==> src/design/protobuf_wire_tokenizer_core_macros.svh <==
// assertion macros shared by the tokenizer modules
// no dependencies; included by the files that carry assertions
`ifndef PROTOBUF_WIRE_TOKENIZER_CORE_MACROS_SVH
`define PROTOBUF_WIRE_TOKENIZER_CORE_MACROS_SVH

// property that must hold at every clock edge outside reset
`define PWT_ASSERT_ALWAYS(label, clk, rst_n, prop, msg) \
	label: assert property (@(posedge clk) disable iff (!rst_n) (prop)) else $error(msg);

// same-cycle implication
`define PWT_ASSERT_IMPL(label, clk, rst_n, ante, cons, msg) \
	label: assert property (@(posedge clk) disable iff (!rst_n) (ante) |-> (cons)) else $error(msg);

// next-cycle implication
`define PWT_ASSERT_NEXT(label, clk, rst_n, ante, cons, msg) \
	label: assert property (@(posedge clk) disable iff (!rst_n) (ante) |=> (cons)) else $error(msg);

`endif

==> src/design/pwt_pkg.sv <==
// types and constants of the protobuf wire tokenizer
// no dependencies; imported by every tokenizer module
package pwt_pkg;

	// result kinds
	localparam logic [1:0] KIND_HEADER  = 2'd0;
	localparam logic [1:0] KIND_PAYLOAD = 2'd1;
	localparam logic [1:0] KIND_ERROR   = 2'd2;

	// wire types
	localparam logic [2:0] WT_VARINT  = 3'd0;
	localparam logic [2:0] WT_FIXED64 = 3'd1;
	localparam logic [2:0] WT_LEN     = 3'd2;
	localparam logic [2:0] WT_FIXED32 = 3'd5;

	// varint limit and fixed payload lengths
	localparam logic [3:0] VARINT_MAX_BYTES = 4'd10;
	localparam logic [7:0] FIXED64_LEN      = 8'd8;
	localparam logic [7:0] FIXED32_LEN      = 8'd4;

	typedef struct packed {
		logic [7:0] in_byte;
		logic       msg_last;
	} pwt_in_t;

	typedef struct packed {
		logic [1:0]  kind;
		logic [31:0] field_number;
		logic [2:0]  wire_type;
		logic [63:0] value;
		logic [7:0]  payload_byte;
		logic        payload_last;
		logic        msg_end;
	} pwt_out_t;

	// classified byte handed from front to back
	typedef struct packed {
		logic [6:0] bits7;
		logic       cont;
		logic       last;
	} pwt_tok_t;

endpackage

==> src/design/pwt_front.sv <==
// front stage: accepts message bytes and classifies them into tokens
// depends on pwt_pkg
module pwt_front import pwt_pkg::*; (
	input  logic     clk,
	input  logic     arst_n,
	input  logic     in_valid,
	output logic     in_ready,
	input  pwt_in_t  in_data,
	output logic     push,
	output pwt_tok_t push_tok,
	input  logic     q_full
);

	logic     v_s1;
	pwt_tok_t tok_s1;

	// stage register moves on whenever it is empty or the queue has room
	assign push     = v_s1 && !q_full;
	assign in_ready = !v_s1 || !q_full;
	assign push_tok = tok_s1;

	// stage valid
	always_ff @(posedge clk or negedge arst_n) begin
		if (!arst_n) begin
			v_s1 <= 1'b0;
		end else if (in_ready) begin
			v_s1 <= in_valid;
		end
	end

	// split byte into varint payload bits and continuation flag
	always_ff @(posedge clk) begin
		if (in_ready && in_valid) begin
			tok_s1.bits7 <= in_data.in_byte[6:0];
			tok_s1.cont  <= in_data.in_byte[7];
			tok_s1.last  <= in_data.msg_last;
		end
	end

endmodule

==> src/design/pwt_queue.sv <==
// token queue between the front stage and the decoder
// depends on pwt_pkg and the assertion macros header
`include "protobuf_wire_tokenizer_core_macros.svh"
module pwt_queue import pwt_pkg::*; #(
	parameter int DEPTH = 4
) (
	input  logic     clk,
	input  logic     arst_n,
	input  logic     push,
	input  pwt_tok_t push_tok,
	output logic     full,
	input  logic     pop,
	output logic     q_valid,
	output pwt_tok_t q_tok
);

	localparam int PW = $clog2(DEPTH);
	localparam int CW = $clog2(DEPTH + 1);

	pwt_tok_t        mem_q [DEPTH];
	logic [PW-1:0]   wr_ptr_q;
	logic [PW-1:0]   rd_ptr_q;
	logic [CW-1:0]   count_q;

	assign full    = (count_q == CW'(DEPTH));
	assign q_valid = (count_q != '0);
	assign q_tok   = mem_q[rd_ptr_q];

	// storage
	always_ff @(posedge clk) begin
		if (push) begin
			mem_q[wr_ptr_q] <= push_tok;
		end
	end

	// pointers and fill count
	always_ff @(posedge clk or negedge arst_n) begin
		if (!arst_n) begin
			wr_ptr_q <= '0;
			rd_ptr_q <= '0;
			count_q  <= '0;
		end else begin
			if (push) begin
				wr_ptr_q <= (wr_ptr_q == PW'(DEPTH - 1)) ? '0 : wr_ptr_q + 1'b1;
			end
			if (pop) begin
				rd_ptr_q <= (rd_ptr_q == PW'(DEPTH - 1)) ? '0 : rd_ptr_q + 1'b1;
			end
			if (push && !pop) begin
				count_q <= count_q + 1'b1;
			end else if (pop && !push) begin
				count_q <= count_q - 1'b1;
			end
		end
	end

	`PWT_ASSERT_ALWAYS(a_count_bound, clk, arst_n, count_q <= CW'(DEPTH), "queue count overflow")
	`PWT_ASSERT_IMPL(a_no_push_full, clk, arst_n, push, !full, "push into full queue")
	`PWT_ASSERT_IMPL(a_empty_ptrs, clk, arst_n, count_q == '0, wr_ptr_q == rd_ptr_q, "pointers apart on empty")

endmodule

==> src/design/pwt_back.sv <==
// decoder: varint assembly, field state machine and result register
// depends on pwt_pkg and the assertion macros header
`include "protobuf_wire_tokenizer_core_macros.svh"
module pwt_back import pwt_pkg::*; #(
	parameter int LENGTH_BITS = 32
) (
	input  logic     clk,
	input  logic     arst_n,
	input  logic     tok_valid,
	input  pwt_tok_t tok,
	output logic     tok_pop,
	output logic     out_valid,
	input  logic     out_ready,
	output pwt_out_t out_data
);

	typedef enum logic [1:0] {
		PH_TAG,
		PH_VALUE,
		PH_LEN,
		PH_PAYLOAD
	} phase_t;

	phase_t                 phase_q, phase_n;
	logic [63:0]            acc_q, acc_n;
	logic [3:0]             vb_q, vb_n;
	logic [31:0]            field_q, field_n;
	logic [2:0]             wire_q, wire_n;
	logic [LENGTH_BITS-1:0] left_q, left_n;
	logic                   err_q, err_n;
	logic                   out_valid_q;
	pwt_out_t               out_q;

	pwt_out_t    res;
	logic        have;
	logic        err;
	logic [5:0]  sh;
	logic [63:0] acc_or;
	logic [7:0]  raw;

	assign tok_pop   = tok_valid && (!out_valid_q || out_ready);
	assign out_valid = out_valid_q;
	assign out_data  = out_q;

	assign sh     = 6'(7'(vb_q) * 7'd7);
	assign acc_or = acc_q | (64'(tok.bits7) << sh);
	assign raw    = {tok.cont, tok.bits7};

	// next state and result for the token at the head of the queue
	always_comb begin
		phase_n = phase_q;
		acc_n   = acc_q;
		vb_n    = vb_q;
		field_n = field_q;
		wire_n  = wire_q;
		left_n  = left_q;
		err_n   = err_q;
		res     = '0;
		have    = 1'b0;
		err     = 1'b0;

		if (err_q) begin
			// bytes after an error are dropped until the message ends
		end else if (phase_q == PH_PAYLOAD) begin
			res.kind         = KIND_PAYLOAD;
			res.field_number = field_q;
			res.wire_type    = wire_q;
			res.payload_byte = raw;
			left_n           = left_q - 1'b1;
			have             = 1'b1;
			if (left_q == LENGTH_BITS'(1)) begin
				res.payload_last = 1'b1;
				phase_n          = PH_TAG;
			end
		end else begin
			acc_n = acc_or;
			vb_n  = vb_q + 1'b1;
			if (tok.cont) begin
				if (vb_n >= VARINT_MAX_BYTES) begin
					err = 1'b1;
				end
			end else begin
				acc_n = '0;
				vb_n  = '0;
				unique case (phase_q)
					PH_TAG: begin
						field_n = acc_or[34:3];
						wire_n  = acc_or[2:0];
						res.field_number = acc_or[34:3];
						res.wire_type    = acc_or[2:0];
						unique case (acc_or[2:0])
							WT_VARINT: phase_n = PH_VALUE;
							WT_LEN:    phase_n = PH_LEN;
							WT_FIXED64: begin
								left_n    = LENGTH_BITS'(FIXED64_LEN);
								phase_n   = PH_PAYLOAD;
								res.value = 64'(FIXED64_LEN);
								have      = 1'b1;
							end
							WT_FIXED32: begin
								left_n    = LENGTH_BITS'(FIXED32_LEN);
								phase_n   = PH_PAYLOAD;
								res.value = 64'(FIXED32_LEN);
								have      = 1'b1;
							end
							default: err = 1'b1;
						endcase
					end
					PH_VALUE: begin
						res.field_number = field_q;
						res.wire_type    = wire_q;
						res.value        = acc_or;
						phase_n          = PH_TAG;
						have             = 1'b1;
					end
					default: begin
						// length varint
						if ((LENGTH_BITS < 64) && ((acc_or >> LENGTH_BITS) != '0)) begin
							err = 1'b1;
						end else begin
							res.field_number = field_q;
							res.wire_type    = wire_q;
							res.value        = acc_or;
							have             = 1'b1;
							if (acc_or == '0) begin
								phase_n = PH_TAG;
							end else begin
								left_n  = acc_or[LENGTH_BITS-1:0];
								phase_n = PH_PAYLOAD;
							end
						end
					end
				endcase
			end
		end

		// message ending inside a field
		if (!err_q && tok.last && !err && (phase_n != PH_TAG || vb_n != '0)) begin
			err = 1'b1;
		end

		if (err) begin
			res      = '0;
			res.kind = KIND_ERROR;
			err_n    = 1'b1;
			have     = 1'b1;
		end

		// final byte: always one result, then back to reset state
		if (tok.last) begin
			if (err_q) begin
				res.kind = KIND_ERROR;
			end
			res.msg_end = 1'b1;
			have        = 1'b1;
			phase_n     = PH_TAG;
			acc_n       = '0;
			vb_n        = '0;
			field_n     = '0;
			wire_n      = '0;
			left_n      = '0;
			err_n       = 1'b0;
		end
	end

	// decoder state and result valid
	always_ff @(posedge clk or negedge arst_n) begin
		if (!arst_n) begin
			phase_q     <= PH_TAG;
			acc_q       <= '0;
			vb_q        <= '0;
			field_q     <= '0;
			wire_q      <= '0;
			left_q      <= '0;
			err_q       <= 1'b0;
			out_valid_q <= 1'b0;
		end else if (tok_pop) begin
			phase_q     <= phase_n;
			acc_q       <= acc_n;
			vb_q        <= vb_n;
			field_q     <= field_n;
			wire_q      <= wire_n;
			left_q      <= left_n;
			err_q       <= err_n;
			out_valid_q <= have;
		end else if (out_ready) begin
			out_valid_q <= 1'b0;
		end
	end

	// result payload
	always_ff @(posedge clk) begin
		if (tok_pop) begin
			out_q <= res;
		end
	end

	`PWT_ASSERT_ALWAYS(a_vb_bound, clk, arst_n, vb_q <= VARINT_MAX_BYTES, "varint byte count past limit")
	`PWT_ASSERT_NEXT(a_last_result, clk, arst_n, tok_pop && tok.last, out_valid_q && out_q.msg_end, "final byte gave no result")
	`PWT_ASSERT_NEXT(a_last_clears, clk, arst_n, tok_pop && tok.last, phase_q == PH_TAG && !err_q && vb_q == '0, "state not cleared at message end")
	`PWT_ASSERT_IMPL(a_plast_kind, clk, arst_n, out_valid_q && out_q.payload_last, out_q.kind == KIND_PAYLOAD, "payload_last on non-payload result")

endmodule

==> src/design/protobuf_wire_tokenizer_core.sv <==
// top level of the protobuf wire tokenizer: front stage, token queue, decoder
// depends on pwt_pkg, pwt_front, pwt_queue and pwt_back
//
//  channel | direction | handshake           | payload
//  in      | input     | in_valid / in_ready | in_data  (pwt_in_t: in_byte, msg_last)
//  out     | output    | out_valid/out_ready | out_data (pwt_out_t: header, payload, error)
//
// one byte per cycle while out_ready is high; path: stage register, queue, result register
// the decoder state (varint accumulator, phase, length counter) updates once per byte
// arst_n clears the stage valid, queue pointers, decoder state and result valid
// the queue of QUEUE_DEPTH tokens lets the front keep accepting while the output stalls
// bytes that yield no result still pass through the decoder at one per cycle unless the output stalls
module protobuf_wire_tokenizer_core import pwt_pkg::*; #(
	parameter int LENGTH_BITS = 32,
	parameter int QUEUE_DEPTH = 4
) (
	input  logic     clk,
	input  logic     arst_n,
	input  logic     in_valid,
	output logic     in_ready,
	input  pwt_in_t  in_data,
	output logic     out_valid,
	input  logic     out_ready,
	output pwt_out_t out_data
);

	logic     push;
	pwt_tok_t push_tok;
	logic     q_full;
	logic     pop;
	logic     q_valid;
	pwt_tok_t q_tok;

	// accept and classify
	pwt_front u_front (
		.clk      (clk),
		.arst_n   (arst_n),
		.in_valid (in_valid),
		.in_ready (in_ready),
		.in_data  (in_data),
		.push     (push),
		.push_tok (push_tok),
		.q_full   (q_full)
	);

	// decoupling queue
	pwt_queue #(
		.DEPTH (QUEUE_DEPTH)
	) u_queue (
		.clk      (clk),
		.arst_n   (arst_n),
		.push     (push),
		.push_tok (push_tok),
		.full     (q_full),
		.pop      (pop),
		.q_valid  (q_valid),
		.q_tok    (q_tok)
	);

	// decode and hold results
	pwt_back #(
		.LENGTH_BITS (LENGTH_BITS)
	) u_back (
		.clk       (clk),
		.arst_n    (arst_n),
		.tok_valid (q_valid),
		.tok       (q_tok),
		.tok_pop   (pop),
		.out_valid (out_valid),
		.out_ready (out_ready),
		.out_data  (out_data)
	);

endmodule
==> config.mk <==
export PLATFORM = sky130hd
export DESIGN_NAME = protobuf_wire_tokenizer_core
export DESIGN_NICKNAME = d
export VERILOG_FILES = /design/src/design/pwt_pkg.sv /design/src/design/pwt_front.sv /design/src/design/pwt_queue.sv /design/src/design/pwt_back.sv /design/src/design/protobuf_wire_tokenizer_core.sv
export VERILOG_INCLUDE_DIRS = /design/src /design/src/design
export SDC_FILE = /design/constraint.sdc
export NUM_CORES = 1
export LEC_CHECK = 0
export BUFFER_PORTS_ARGS = -buffer_cell sky130_fd_sc_hd__buf_4
export CAP_MARGIN = 5
export CORE_MARGIN = 2
export CORE_UTILIZATION = 35
export CTS_BUF_LIST = sky130_fd_sc_hd__clkbuf_8
export CTS_CLUSTER_DIAMETER = 50
export CTS_CLUSTER_SIZE = 8
export DETAILED_ROUTE_END_ITERATION = 7
export PLACE_DENSITY = 0.48
export SYNTH_ARGS = -nofsm -noshare
export SYNTH_HDL_FRONTEND = slang
export SYNTH_SLANG_ARGS = --single-unit
==> constraint.sdc <==
create_clock -name clk -period 11.8 [get_ports clk]
set_clock_uncertainty 0.1 [all_clocks]
set_input_delay 2.36 -clock clk [delete_from_list [all_inputs] [get_ports clk]]
set_output_delay 2.36 -clock clk [all_outputs]
set_load 0.01 [all_outputs]
Word level (Yosys, flattened, before mapping). Memories as Yosys holds them, arrays and structs flattened. Cells that the tools add are included.

Bits in registers: 267. RAM bits: 36. Bits of input ports: 13. Word-level logic and storage cells: 163. Memories kept: 1.

Add/subtract/negate cells: 6. Multiply operators: 1. Order comparisons: 1. Equality and inequality tests: 17. Shift-type cells: 1. Multiplexer cells: 74. Bitwise gates (word level): 2. Reduce and logical (&&, ||, !) cells: 38.

Memory list: u_queue.mem_q (depth 4, bits a word 9, rd ports 1, clocked after memory_dff 0, write ports 1, line pwt_queue.sv:20) `pwt_tok_t mem_q [DEPTH];`.

Operator list (number): two-way mux 32 bit (11); two-way mux 64 bit (5); two-way mux 99 bit (2); one-hot mux 99 bit (2 select lines) (1); one-hot mux 32 bit (2 select lines) (2); two-way mux 111 bit (1); two-way mux 110 bit (1); logical NOT 64 bit (1); bitwise OR 64 bit (1); nonzero test 64 bit (1); << shifter 7 x 6 -> 64 bit (1); two-way mux 35 bit (1); == test 32 x 1 -> 1 bit, second input constant (1); subtractor 32 x 1 -> 32 bit, second input constant (1); two-way mux 1 bit (22); two-way mux 2 bit (11); two-way mux 3 bit (7); two-way mux 4 bit (4); nonzero test 2 bit (5); two-way mux 9 bit (1); logical AND 1 bit (8); inequality test 4 x 2 -> 1 bit, second input constant (2); one-hot mux 4 bit (2 select lines) (1); OR reduction 4 bit (2); other kinds (32) (47).

Logic depth before layout (Yosys ltp). Gate-level depths: netlist of the first run.

Depth after elaboration: 17. Mapped depth: 17. Depth with buffers taken out: 14.

Hierarchy. Synthesis of the first run repeated with hierarchy kept, for this count alone.

Cell total of the unflattened synthesis: 1439. Area, all modules: 15099.5 um^2.

By module, submodules not included: pwt_back (instances 1, cells each 1341, area each 13062.5 um^2, sequential area each 6811.5 um^2); pwt_queue (instances 1, cells each 84, area each 1716.6 um^2, sequential area each 1256.2 um^2); pwt_front (instances 1, cells each 14, area each 320.3 um^2, sequential area each 295.3 um^2).

Worst setup path before layout of the first run. No wires, ideal clock.

Path kind: input-to-reg. From: input port out_ready. To: register u_back.acc_q[10]. Setup time: 0.132 ns. Arrival: 7.755 ns. Data required time: 11.568 ns. Slack: 3.813 ns. Cell stages on the path: 9. Cell sequence: nor2b_1 -> or2_2 -> clkbuf_1 -> inv_1 -> clkbuf_1 -> o21ai_1 -> nor2_1 -> clkbuf_1 -> nor2_1.

Cells in the longest elaborated chain, start to end: 3.

Ends and longest elaborated chain: start: declaration (line protobuf_wire_tokenizer_core.sv:23) `input logic out_ready,`; logical OR 1 bit (line pwt_back.sv:41) `assign tok_pop = tok_valid && (!out_valid_q || out_ready);`; logical AND 1 bit (line pwt_back.sv:41); net pop (line protobuf_wire_tokenizer_core.sv:30) `logic pop;`; AND reduction 3 bit (no line); end signal: assignment (line pwt_back.sv:179) `acc_q <= acc_n;`; end: declaration (line pwt_back.sv:25) `logic [63:0] acc_q, acc_n;`.

The timed path passes the listed nets, and every way through them passes these cells. A chain may end at the register's enable or synchronous reset.

Worst setup path in the final report of the first run.
From: register u_back.vb_q[0]. To: register u_back.left_q[28].

Cells in the longest elaborated chain, start to end: 10. Elaborated cells between the ends (all ways): 18. Those cells by class: mul: 1; eq/ne: 5; shift: 1; mux: 7; bitwise: 1; reduce/logical: 3.

Ends and longest elaborated chain: start: declaration (line pwt_back.sv:26) `logic [3:0] vb_q, vb_n;`; start signal: assignment (line pwt_back.sv:180) `vb_q <= vb_n;`; multiplier 4 x 3 -> 6 bit * (line pwt_back.sv:45) `assign sh = 6'(7'(vb_q) * 7'd7);`; << shifter 7 x 6 -> 64 bit * (line pwt_back.sv:46) `assign acc_or = acc_q | (64'(tok.bits7) << sh);`; bitwise OR 64 bit * (line pwt_back.sv:46); two-way mux 32 bit (line pwt_back.sv:125) `if (acc_or == '0) begin`; two-way mux 32 bit (line pwt_back.sv:118) `if ((LENGTH_BITS < 64) && ((acc_or >> LENGTH_BITS) != '0)) begin`; one-hot mux 32 bit (2 select lines) (line pwt_back.sv:85) `unique case (phase_q)`; two-way mux 32 bit (line pwt_back.sv:78) `if (tok.cont) begin`; two-way mux 32 bit (line pwt_back.sv:64) `end else if (phase_q == PH_PAYLOAD) begin`; two-way mux 32 bit (line pwt_back.sv:62) `if (err_q) begin`; two-way mux 32 bit (line pwt_back.sv:150) `if (tok.last) begin`; end signal: assignment (line pwt_back.sv:183) `left_q <= left_n;`; end: declaration (line pwt_back.sv:29) `logic [LENGTH_BITS-1:0] left_q, left_n;`.

Every way passes the cells marked *; elsewhere a longest branch is shown, timed or not. The select of a mux whose other input is x is not followed.

==> flow_metrics.tcl, run 1 <==
set metrics [dict create \
    grt_pass1_wl_um 74190 \
    crit_required_ns 12.17 \
    drc_errors 0 \
    seq_area_frac_synth_pct 55.94 \
    grtUsageTotal_pct 21.93 \
    clock-sinks 303 \
    die_h_um 210.7 \
    portBuffers 125 \
    num_rows 75 \
    final_common_cell "nor2_1" \
    synthToLayoutAreaGrowth_pct 16.15 \
    ir_drop_mv 0.1417 \
    dieArea_um2 44390 \
    timing.max_cap.violations 0 \
    ys_ff_latch 303 \
    core_area_um2 42040 \
    dr.pass1.iters 5 \
    final_cell_mix "248 x nor2_1, 162 x a21oi_1, 158 x buf_4, 156 x edfxtp_1, 151 x nand2_1" \
    synth_warnings 0 \
    final.min_clock_period_ns 6.535 \
    arrival_ns 6.91 \
    rr_startpoint "u_back.vb_q[0]$_DFFE_PN0P_" \
    ys.flop_type "edfxtp_1" \
    cts_root_buf "clkbuf_8" \
    wl_per_cell_um 22.29 \
    final_hold_viol_count 0 \
    setup_slack_ns 5.265 \
    synth_edf_count 156 \
    min_to "u_back.field_q[23]$_DFFE_PN0P_" \
    gp_congestion 0.8663 \
    cts_resized 0 \
    place_ws_ns 5.345 \
    cp-end-kind "register" \
    synth.avg_cell_area_um2 10.09 \
    nets 1637 \
    synthTopCellsByArea "edfxtp_1 31%, dfrtp_1 25%, nor2_1 6.2%" \
    postCtsSetupBuffers 0 \
    r2r_end "u_back.left_q[28]$_DFFE_PN0P_" \
    clk_pin_slew_worst_paths_ns 0.06 \
    powerDensity_nw_per_um2 297.0 \
    fp.dieW_um 210.7 \
    timing.hold.ws_ns 0.3827 \
    num_antenna_cells 0 \
    cts_tree "done" \
    cts_buffers 48 \
    tightest_slew_ns 1.209 \
    setup_viol 0 \
    min_period_over_period_pct 55.38 \
    htreeDepth 2 \
    netlist_area_um2 14950 \
    criticalPathCategory "register to register" \
    drt_iter0_drc 1024 \
    final_cells 2180 \
    drt-vias-per-instance 5.589 \
    async_flop_share_pct 48.51 \
    cp-start-kind "register" \
    drive_above_1_share_pct 16.51 \
    setup_tns_ns 0 \
    routed_wl_um 48580 \
    hold_path_class "register to register" \
    worstRegToRegCells 14 \
    critPathMaxFanout 32 \
    cts_hold_buf 0 \
    clockBufferDepth 3 \
    synth_nets 1514 \
    min_from "u_back.field_q[23]$_DFFE_PN0P_" \
    clk_latency_ns 0.63 \
    rsz0062_at_grt "false" \
    fillers 4142 \
    grt_overflow 0 \
    grt_max_degree 93 \
    finalMaxSlewViolations 0 \
    vias 12184 \
    hold_depth 2 \
    ios 126 \
    placed_cells 2093 \
    dp_hpwl_um 31900 \
    initial_core_util_pct 35.56 \
    p_leak_nw 6.977 \
    grt_antenna_before_repair 0 \
    ant_nets 0 \
    grt_pass1_vias 11725 \
    status "finished clean" \
    rrSetupSlack_ns 5.27 \
    timing.slew.headroom_pct 19.13 \
    syn_inst 1481 \
    synth.distinct_cells 86 \
    max_freq_mhz 153.0 \
    synth_area_leader_cell "edfxtp_1" \
    netlist.area_leader.share_pct 31.33 \
]
[worst max-delay path by stage]
stage | slack (ns) | end | from
after CTS | 5.35 | u_back.left_q[19]$_DFFE_PN0P_ | u_back.vb_q[0]$_DFFE_PN0P_
after global routing | 4.68 | u_back.out_data[33]$_SDFFCE_PP0P_ | u_back.vb_q[0]$_DFFE_PN0P_
final | 5.27 | u_back.left_q[28]$_DFFE_PN0P_ | u_back.vb_q[0]$_DFFE_PN0P_
after detailed placement | 5.35 | u_back.left_q[19]$_DFFE_PN0P_ | u_back.vb_q[0]$_DFFE_PN0P_
after global placement | 5.42 | u_back.out_data[27]$_SDFFCE_PP0P_ | u_back.vb_q[0]$_DFFE_PN0P_
after floorplan | 3.81 | u_back.acc_q[10]$_DFFE_PN0P_ | out_ready
[through the flow]
| step | util, % | area (µm²) | power, mW |
|---|---|---|---|
| after detailed placement | 39.17 | 16470 | 4.308 |
| after global placement | 39.17 | 16470 | 4.316 |
| final | 41.31 | 17370 | 5.157 |
| after CTS | 41.29 | 17360 | 5.185 |
| after global routing | 41.31 | 17370 | 5.479 |
| after floorplan | - | 14950 | 3.229 |
[synth_stat cells (4+ instances only)]
master	n
a2111oi_2	5
a21o_1	7
a21oi_1	162
a221oi_1	7
a221oi_2	4
a22oi_1	5
a31oi_1	30
and2_1	14
and3_1	10
buf_1	5
buf_2	15
buf_6	4
clkbuf_1	61
dfrtp_1	147
edfxtp_1	156
fa_1	5
ha_1	15
inv_1	18
mux2_2	7
mux2i_1	22
nand2_1	152
nand2b_1	9
nand3_1	31
nand4_1	23
nor2_1	248
nor2b_1	13
nor3_1	29
nor4_1	18
o211ai_1	4
o21ai_0	96
o21ai_1	9
o22ai_1	9
o31ai_1	34
or3_1	6
or4_1	5
xnor2_1	12
xor2_1	13
[critical path: stages, from the launching register on]
cell and delay (ns):
dfrtp_1 0.88, fa_1 0.53, ha_1 0.22, fa_1 1.18
inv_1 0.37, nand2_1 0.25, nor2_1 0.15, a221oi_2 0.71
o2111ai_1 0.23, nor4_1 0.35, nand4_1 0.24, a211oi_2 0.23
buf_4 0.34, or2_4 0.46, o31ai_1 0.13
[report_power, final]
group	total, mW	internal (mW)	switching (mW)	leakage (nW)
registers	1.59	1.44	0.151	3.62
logic	2.71	0.793	1.92	2.81
clock network	0.858	0.420	0.437	0.546
[metal layers]
metal  vias up  GRT usage (%)  part of all wire (%)
li1       5661              -                     -
met1      5990          32.41                    48
met2       454          32.98                    44
met3        79          4.044                   6.3
met4         0          6.047                   2.4
met5         -              0                     0
[sequential cells by signal (all words and copies together), names as in the netlist]
signal	cells
u_queue.wr_ptr_q	2
u_back.left_q	32
u_front.push_tok	9
u_back.err_q	1
u_back.vb_q	4
u_back.phase_q	2
u_front.v_s1	1
u_queue.mem_q	36
u_back.field_q	32
u_queue.rd_ptr_q	2
u_back.acc_q	64
u_back.out_data	111
u_back.out_valid	1
u_back.wire_q	3
u_queue.count_q	3
[logic make-up (layout without fill, tap and decap cells)]
logic type / count (synthesis) / count (layout) / share of synthesized area, %
multiplexers: 35 / 35 / 2.737
XOR/XNOR: 25 / 25 / 1.465
AO/OA/AOI/OAI: 418 / 418 / 17.66
adder cells (fa/ha/maj): 20 / 20 / 1.925
AND/OR/NAND/NOR: 575 / 575 / 17.21
flip-flops: 303 / 303 / 55.94
buffers and inverters: 105 / 265 / 3.071
[final cells by class]
| cell class | instances | area, µm² | share of cell area, % |
|---|---|---|---|
| Sequential cell | 303 | 8363 | 48.16 |
| Multi-Input combinational cell | 1073 | 6163 | 35.49 |
| Timing Repair Buffer | 159 | 1197 | 6.895 |
| Clock buffer | 54 | 743.2 | 4.280 |
| Tap cell | 539 | 674.4 | 3.884 |
| Clock inverter | 33 | 150.1 | 0.8646 |
| Inverter | 19 | 73.82 | 0.4251 |
Power figures use the tool's default switching activity.
==> inputs of run 2 (changes only) <==
--- a/config.mk
+++ b/config.mk
@@ -14,7 +14,7 @@
 export CTS_CLUSTER_DIAMETER = 50
 export CTS_CLUSTER_SIZE = 8
 export DETAILED_ROUTE_END_ITERATION = 7
-export PLACE_DENSITY = 0.48
+export PLACE_DENSITY = 0.5
 export SYNTH_ARGS = -nofsm -noshare
 export SYNTH_HDL_FRONTEND = slang
 export SYNTH_SLANG_ARGS = --single-unit
==> constraint.sdc (replaced) <==
create_clock -name clk -period 5.8 [get_ports clk]
set_clock_uncertainty 0.1 [all_clocks]
set_input_delay 1.16 -clock clk [delete_from_list [all_inputs] [get_ports clk]]
set_output_delay 1.16 -clock clk [all_outputs]
set_load 0.01 [all_outputs]
==> run 2 against run 1 <==
Wire length shrank 3.1%; clock-buffer cell count fell by 5; first-iteration DRC count up 4.2%; final cell count grew 1.9%; total power is 110% higher; critical path depth up 2; sequential share of layout area decreased by 1.0 points; maximum frequency increased by 27%; register-to-register slack got worse by 4.6 ns; utilization rose by 0.89 points; combinational power rose by 110%; highest routed layer unchanged.
==> flow_metrics.tcl, run 2 (same netlist as run 1, synthesis figures left out) <==
set metrics [dict create \
    min_period_over_period_pct 88.51 \
    drc_errors 0 \
    timing.hold.ws_ns 0.3835 \
    finalMaxSlewViolations 0 \
    fp.dieW_um 210.7 \
    wl_per_cell_um 21.20 \
    grtUsageTotal_pct 21.46 \
    initial_core_util_pct 35.56 \
    grt_overflow 0 \
    cp-end-kind "register" \
    cts_resized 0 \
    final_cell_mix "247 x nor2_1, 197 x buf_4, 162 x a21oi_1, 156 x edfxtp_1, 151 x nand2_1" \
    core_area_um2 42040 \
    final_common_cell "nor2_1" \
    ant_nets 0 \
    ios 126 \
    cp-start-kind "register" \
    rrSetupSlack_ns 0.67 \
    tightest_slew_ns 1.154 \
    portBuffers 125 \
    grt_pass1_vias 12038 \
    fillers 4132 \
    cts_root_buf "clkbuf_8" \
    min_to "u_back.field_q[19]$_DFFE_PN0P_" \
    clock-sinks 303 \
    criticalPathCategory "register to register" \
    num_antenna_cells 0 \
    cts_buffers 47 \
    largest_reg_flops 111 \
    max_freq_mhz 194.8 \
    postCtsSetupBuffers 0 \
    dr.pass1.iters 5 \
    place_area_um2 16800 \
    dp_hpwl_um 31180 \
    crit_required_ns 6.06 \
    die_h_um 210.7 \
    stdcell_area_um2 17740 \
    hold_path_class "register to register" \
    timing.max_cap.violations 0 \
    setup_tns_ns 0 \
    drt-vias-per-instance 5.537 \
    grt_pass1_wl_um 73160 \
    clk_pin_slew_worst_paths_ns 0.06 \
    drive_above_1_share_pct 18.25 \
    htreeDepth 2 \
    status "finished clean" \
    power.total_mw 10.76 \
    rr_startpoint "u_back.vb_q[1]$_DFFE_PN0P_" \
    clockBufferDepth 3 \
    dieArea_um2 44390 \
    num_rows 75 \
    cts_hold_buf 0 \
    setup_viol 0 \
    final.min_clock_period_ns 5.134 \
    rsz0062_at_grt "false" \
    grt_max_degree 79 \
    critPathMaxFanout 30 \
    vias 12297 \
    cts_tree "done" \
    grt_antenna_before_repair 0 \
    nets 1677 \
    final_hold_viol_count 0 \
    gp_congestion 0.8854 \
    r2r_end "u_back.out_data[33]$_SDFFCE_PP0P_" \
    timing.slew.headroom_pct 23.06 \
    drt_iter0_drc 1067 \
    arrival_ns 5.39 \
    min_from "u_back.field_q[19]$_DFFE_PN0P_" \
    hold_depth 2 \
    routed_wl_um 47080 \
    p_leak_nw 7.215 \
    ir_drop_mv 0.3138 \
    synthToLayoutAreaGrowth_pct 18.66 \
    clk_latency_ns 0.64 \
    worstRegToRegCells 16 \
    powerDensity_nw_per_um2 606.6 \
]
-- run 2: cell types whose count changed in the layout (fill, tap and decap cells not counted), sizes merged --
cell | previous run | this run
buf | 159 | 200
inv | 44 | 50
clkbuf | 54 | 49
clkinvlp | 2 | 0
bufinv | 0 | 4
clkinv | 6 | 3
-- run 2: power by group --
group	internal (mW)	switching (mW)	leakage, nW
Combinational	1.82	3.85	3.01
Clock	0.969	0.880	0.583
Sequential	2.93	0.317	3.62
Total	5.71	5.05	7.21
-- run 2: cell type report --
class	instances	area, µm²	area share (%)
Tap cell	539	674.4	3.801
Timing Repair Buffer	200	1530	8.625
Clock inverter	38	269.0	1.516
Clock buffer	49	674.4	3.801
Sequential cell	303	8363	47.14
Multi-Input combinational cell	1073	6156	34.70
Inverter	19	73.82	0.4161
-- run 2: critical path, stage by stage, from the launching register on --
cell and delay (ns):
dfrtp_1 0.53, inv_1 0.08, ha_1 0.59, nor2_1 0.22, a222oi_1 0.92, nand2_1 0.27
o221ai_2 0.24, buf_4 0.26, nand2_1 0.13, o2111ai_1 0.25, nor4_2 0.07, buf_4 0.16
and2_4 0.17, a311o_1 0.32, nand2b_1 0.09, buf_4 0.35, nor2_1 0.09
-- run 2: worst max-delay path by stage --
stage,startpoint,endpoint,slack [ns],depth (start not counted)
after floorplan,out_ready,u_back.acc_q[10]$_DFFE_PN0P_,1.07,9
after global placement,u_back.vb_q[1]$_DFFE_PN0P_,u_back.out_data[41]$_SDFFCE_PP0P_,0.71,13
after detailed placement,u_back.vb_q[1]$_DFFE_PN0P_,u_back.out_data[34]$_SDFFCE_PP0P_,0.71,13
after CTS,u_back.vb_q[1]$_DFFE_PN0P_,u_back.out_data[8]$_SDFFCE_PP0P_,0.71,14
after global routing,u_back.vb_q[1]$_DFFE_PN0P_,u_back.left_q[2]$_DFFE_PN0P_,0.33,14
final,u_back.vb_q[1]$_DFFE_PN0P_,u_back.out_data[33]$_SDFFCE_PP0P_,0.67,16
-- run 2: layer usage --
layer	global-route usage (%)	wire length, µm	vias to the layer above
met2	32.17	20900	415
met4	6.824	1035	0
li1	-	-	5742
met3	4.460	3088	71
met5	0	0	-
met1	31.09	22060	6069
-- run 2: stage by stage --
| step | utilization, % | instances | setup WS (ns) |
|---|---|---|---|
| 6_report | 42.20 | 2221 | 0.6661 |
| 2_1_floorplan | - | 1481 | 1.071 |
| 3_3_place_gp | 39.96 | 2134 | 0.7140 |
| 3_5_place_dp | 39.96 | 2134 | 0.7090 |
| 5_1_grt | 42.20 | 2221 | 0.3324 |
| 4_1_cts | 42.20 | 2221 | 0.7095 |
